==> config.mk <==
export PLATFORM = sky130hd
export DESIGN_NAME = fafr_div
export DESIGN_NICKNAME = d
export VERILOG_FILES = /design/src/hdl/fafr_pkg.sv /design/src/hdl/fafr_div.sv
export SDC_FILE = /design/constraint.sdc
export NUM_CORES = 1
export LEC_CHECK = 0
export BUFFER_PORTS_ARGS = -buffer_cell sky130_fd_sc_hd__buf_2
export CAP_MARGIN = 20
export CORE_MARGIN = 2
export CORE_UTILIZATION = 45
export DETAILED_ROUTE_END_ITERATION = 10
export GPL_TIMING_DRIVEN = 0
export PLACE_DENSITY = 0.62
export SYNTH_ARGS = -nofsm -noshare
export SYNTH_HDL_FRONTEND = slang
export SYNTH_SLANG_ARGS = --single-unit
export TNS_END_PERCENT = 1
==> constraint.sdc <==
create_clock -name clock -period 14.1 [get_ports clock]
set_clock_uncertainty 0.05 [all_clocks]
set_input_delay 0 -clock clock [delete_from_list [all_inputs] [get_ports clock]]
set_output_delay 0 -clock clock [all_outputs]
set_load 0.1 [all_outputs]
==> src/hdl/fafr_pkg.sv <==
// ----------------------------------------------------------------------------
// fafr_pkg
// Shared types and constants of the page activation frequency and fault
// rate core.
// ----------------------------------------------------------------------------
`default_nettype none

package fafr_pkg;

   localparam int ADDR_W   = 64;
   localparam int PID_W    = 23;
   localparam int TIME_W   = 64;
   localparam int COUNT_W  = 8;
   localparam int WORD_W   = 32;
   localparam int THRESH_W = 9;
   localparam int HASH_W   = 32;
   localparam int CSR_IDX_W = 1;

   localparam logic [TIME_W-1:0]  ONE_SECOND_NS = 64'd1000000000;
   localparam logic [29:0]        ONE_SECOND_30 = 30'd1000000000;
   localparam logic [COUNT_W-1:0] SLOT_MAX      = 8'd255;
   localparam logic [WORD_W-1:0]  WORD_MAX      = 32'hFFFF_FFFF;

   localparam logic [THRESH_W-1:0] PROTECT_THRESHOLD_RESET = 9'd3;
   localparam logic [WORD_W-1:0]   THRASH_LIMIT_RESET      = 32'd1000;

   localparam logic [CSR_IDX_W-1:0] REG_PROTECT_THRESHOLD = 1'd0;
   localparam logic [CSR_IDX_W-1:0] REG_THRASH_RATE_LIMIT = 1'd1;

   typedef struct packed {
      logic [WORD_W-1:0] faults;
      logic [TIME_W-1:0] start;
      logic [WORD_W-1:0] rate;
      logic              thrashing;
      logic [WORD_W-1:0] uses;
   } entry_type;

endpackage

`default_nettype wire

==> src/hdl/fafr_div.sv <==
// ----------------------------------------------------------------------------
// fafr_div
// Restoring 64-bit by 64-bit divider, one quotient bit per cycle.
// ----------------------------------------------------------------------------
`default_nettype none

module fafr_div
   import fafr_pkg::*;
(
   input  wire logic              clock,
   input  wire logic              reset,
   input  wire logic              start,
   input  wire logic [TIME_W-1:0] dividend,
   input  wire logic [TIME_W-1:0] divisor,
   output logic                   done,
   output logic [TIME_W-1:0]      quotient
);

   localparam int STEP_W = $clog2(TIME_W);

   logic              busy_ff;
   logic              done_ff;
   logic [STEP_W-1:0] step_ff;
   logic [TIME_W:0]   rem_ff;
   logic [TIME_W-1:0] quo_ff;
   logic [TIME_W-1:0] div_ff;
   logic [TIME_W:0]   trial;
   logic              take;

   assign trial = {rem_ff[TIME_W-1:0], quo_ff[TIME_W-1]};
   assign take  = trial >= {1'b0, div_ff};

   always_ff @(posedge clock) begin
      if (reset) begin
         busy_ff <= 1'b0;
         done_ff <= 1'b0;
         step_ff <= '0;
      end else begin
         done_ff <= 1'b0;
         if (start) begin
            busy_ff <= 1'b1;
            step_ff <= '0;
            rem_ff  <= '0;
            quo_ff  <= dividend;
            div_ff  <= divisor;
         end else if (busy_ff) begin
            rem_ff  <= take ? (trial - {1'b0, div_ff}) : trial;
            quo_ff  <= {quo_ff[TIME_W-2:0], take};
            step_ff <= step_ff + 1'b1;
            if (step_ff == STEP_W'(TIME_W - 1)) begin
               busy_ff <= 1'b0;
               done_ff <= 1'b1;
            end
         end
      end
   end

   assign done     = done_ff;
   assign quotient = quo_ff;

endmodule

`default_nettype wire

==> run_results.csv <==
group,metric,value,unit
yosys,synth_mux_area_share,6.90,%
setup_path,required,14.25,ns
finish,stdcell_count,1806,
placed_design,routabilityCongestion,0.874,
die,core,25800,sq um
die,die_area,27400,sq um
sta,finalSetupViolCount,0,
placed_design,hpwlAfterDp,22400,um
yosys,synth.avg_cell_area,10.6,sq um
yosys,synth_top_family_by_area,"compound AO/OA/AOI/OAI gates",
yosys,synth_compound_area_share,14.9,%
yosys,synth_nets,1308,
setup_path,worstPathMaxFanout,4,
min_path,hold_path.class,"input pin to flip-flop",
sta,finalCritPeriodShare,31.1,%
placed_design,io_buffers,194,
sta,worst_slew_pin_slew,0.958,ns
die,die_h,165,um
grt,grt-ovfl-total,0,
finish,area_delta_synth_final,29.4,%
yosys,post_synth_inst_count,1111,
finish,multi_input_area,5280,sq um
sta,hold_viol,0,
finish,regArea,5930,sq um
die,ios,196,
clocking,numCtsBuffers,17,
clocking,ctsRootBufferMaster,"clkbuf_16",
detailed_routing,wl,30400,um
die,initial_core_util,45.4,%
sta,fin_crit,4.38,ns
clocking,clk_pin_slew,0.08,ns
setup_path,crit_chain,"inv_1, ha_1, fa_1, nand2b_1, a21oi_1, o21ai_0, o211ai_1, o21ai_0, o21a_1, o21ai_0, a31oi_1, xnor2_1, a22o_1",
finish,drive_gt1_share,22.0,%
yosys,synthTopCellsByArea,"edfxtp_1, ha_1, mux2_2, a21oi_1, nor2_1",
yosys,synth_area,11700,sq um
setup_path,slowest_delay,0.76,ns
yosys,postSynth.asyncResetShare,0,%
power_and_ir_drop,cellLeakagePower,6.26,nW
detailed_routing,drtIter0Drc,582,
clocking,post_cts_resized,0,
detailed_routing,ant_nets,0,
grt,antenna_found_initial,0,
setup_path,critPathKind,"flip-flop to flip-flop",
yosys,yosysUniqueCellTypes,67,
detailed_routing,vias,9555,
finish,nFillCells,2188,
die,rows,59,
power_and_ir_drop,ir_drop,0.0000788,V
clocking,clock_sinks,200,
yosys,synth_edf_count,192,
finish,antenna_cells,0,
yosys,yosys_warnings,0,
grt,grtUsageTotal,23.1,%
die,die_w,165,um
yosys,synth-seq-area-share,50.5,%
yosys,synthSimpleGateAreaFrac,11.1,%
sta,fin_setup_tns,0,ns
setup_path,cp-start-kind,"flip-flop",
grt,grt_pass1_wl,49300,um
yosys,synth.most_common_cell,"edfxtp_1",
setup_path,critPathMostFrequentCell,"o21ai_0",
detailed_routing,first_pass_iters,6,
yosys,synth_ff_type,"edfxtp_1",
yosys,synth_top_area_cell,"edfxtp_1",
power_and_ir_drop,power,1.84,mW
yosys,synth_top_area_share,49.1,%
power_and_ir_drop,p_per_area,121,nW/um^2
sta,rsz0062_at_grt,"false",
grt,grt_pass1_vias,9698,
placed_design,dp_cells,1646,
sta,fin_hold_ws,0.141,ns
yosys,synthXorXnorAreaFrac,4.85,%
sta,slew_viol_final,0,
clocking,cts-htree-levels,4,
yosys,synth_commonest_cells,"edfxtp_1, nor2_1, a21oi_1",
yosys,synth-seq-cells,200,
detailed_routing,wl_per_cell,16.8,um
sta,slew-limit-headroom,35.4,%
clocking,clk_latency,0.45,ns
grt,grt_max_degree,35,
setup_path,endpoint_kind,"flip-flop",
clocking,cts_tree,"done",
sta,fmax,228,MHz
setup_path,crit_slowest_cell,"o21ai_0",
finish,finalNetCount,1656,
outcome,status,"finished, final reports clean",
setup_path,arrival,4.53,ns
clocking,clock_path_buffers,2,
run,max-cap-violations,0,
yosys,synthAdderAreaFrac,7.10,%
detailed_routing,drc_errors,0,
detailed_routing,viasPerCell,5.29,
-- state kept, by name (all words and copies together) (netlist names) --
| register | cells |
|---|---|
| quotient | 64 |
| step_ff | 6 |
| busy_ff | 1 |
| rem_ff | 64 |
| div_ff | 64 |
| done | 1 |
-- layout make-up --
| cell class | instances | area share, % |
|---|---|---|
| plain buffers | 46 | 1.43 |
| repair buffers | 329 | 15.9 |
| inverters | 85 | 2.10 |
| well taps | 335 | 2.76 |
| multi-input cells | 780 | 34.8 |
| clock inverters | 14 | 1.17 |
| clock buffers | 17 | 2.80 |
| flip-flops and latches | 200 | 39.0 |
-- per-stage QoR --
step	instance area (sq um)	utilization, %	setup WS [ns]
after floorplan	11700	-	7.19
after global placement	13100	50.8	4.00
after detailed placement	13300	51.4	9.77
after CTS	15200	58.8	9.72
after global routing	15200	58.8	9.62
final	15200	58.8	9.72
-- metal layers --
metal | GRT usage [%] | routed length [um] | vias up
met1 | 30.0 | 13500 | 4500
met2 | 38.6 | 14500 | 289
met3 | 5.37 | 1840 | 34
met4 | 6.50 | 566 | 0
li1 | - | - | 4732
met5 | 0 | 0 | -
-- cells in the final DEF (no fill, tap or decap), types with 5 or more instances in the layout --
cell,instances
xnor2_1,39
clkbuf_16,17
mux2i_1,10
xor2_1,26
mux2_2,63
a21o_1,21
and2_1,7
edfxtp_1,192
dfxtp_1,8
nor3_1,11
nand4_1,19
buf_2,200
dlygate4sd3_1,129
o21a_1,10
clkinv_8,5
nor2b_1,8
clkbuf_1,31
a22o_1,6
nand3_1,11
nor2_1,144
inv_1,83
nand2b_1,8
a31oi_1,9
a21oi_1,134
ha_1,65
o21bai_1,14
nand2_1,62
o21ai_0,48
-- critical path, delay by kind of cell (launching register included) --
kind / cells / cell delay (ns)
AO/OA/AOI/OAI: 8 / 2.59
XOR/XNOR: 1 / 0.17
adder cells (fa/ha/maj): 2 / 0.62
buffers and inverters: 1 / 0.07
flip-flops: 1 / 0.46
AND/OR/NAND/NOR: 1 / 0.18
-- repair_timing --
item / 4_1_cts / 5_1_grt
hold buffers: 129 / 0
setup endpoints to repair: 0 / 0
buffers inserted: 0 / 0
hold endpoints to repair: 129 / 0
-- kinds of logic after synthesis --
| group | count (synthesis) |
|---|---|
| adder cells (fa/ha/maj) | 66 |
| flip-flops | 200 |
| buffers and inverters | 131 |
| multiplexers | 73 |
| XOR/XNOR | 65 |
| AO/OA/AOI/OAI | 284 |
| AND/OR/NAND/NOR | 292 |
-- power breakdown --
group | switching (mW) | internal (mW)
registers | 0.0238 | 0.714
clock network | 0.260 | 0.241
logic | 0.373 | 0.225
total | 0.657 | 1.18
-- worst paths after layout --
check / from / to / slack [ns] / cells past startpoint
min reg2reg: step_ff[5]$_SDFFE_PP0P_ / done$_SDFF_PP0_ / 0.44 / 2
max: quotient[63]$_DFFE_PP_ / rem_ff[60]$_SDFFCE_PP0P_ / 9.72 / 13
max reg2reg: quotient[63]$_DFFE_PP_ / rem_ff[60]$_SDFFCE_PP0P_ / 9.72 / 13
min: start / busy_ff$_SDFF_PP0_ / 0.14 / 3
No activity file was read; power rests on OpenSTA's default activity.
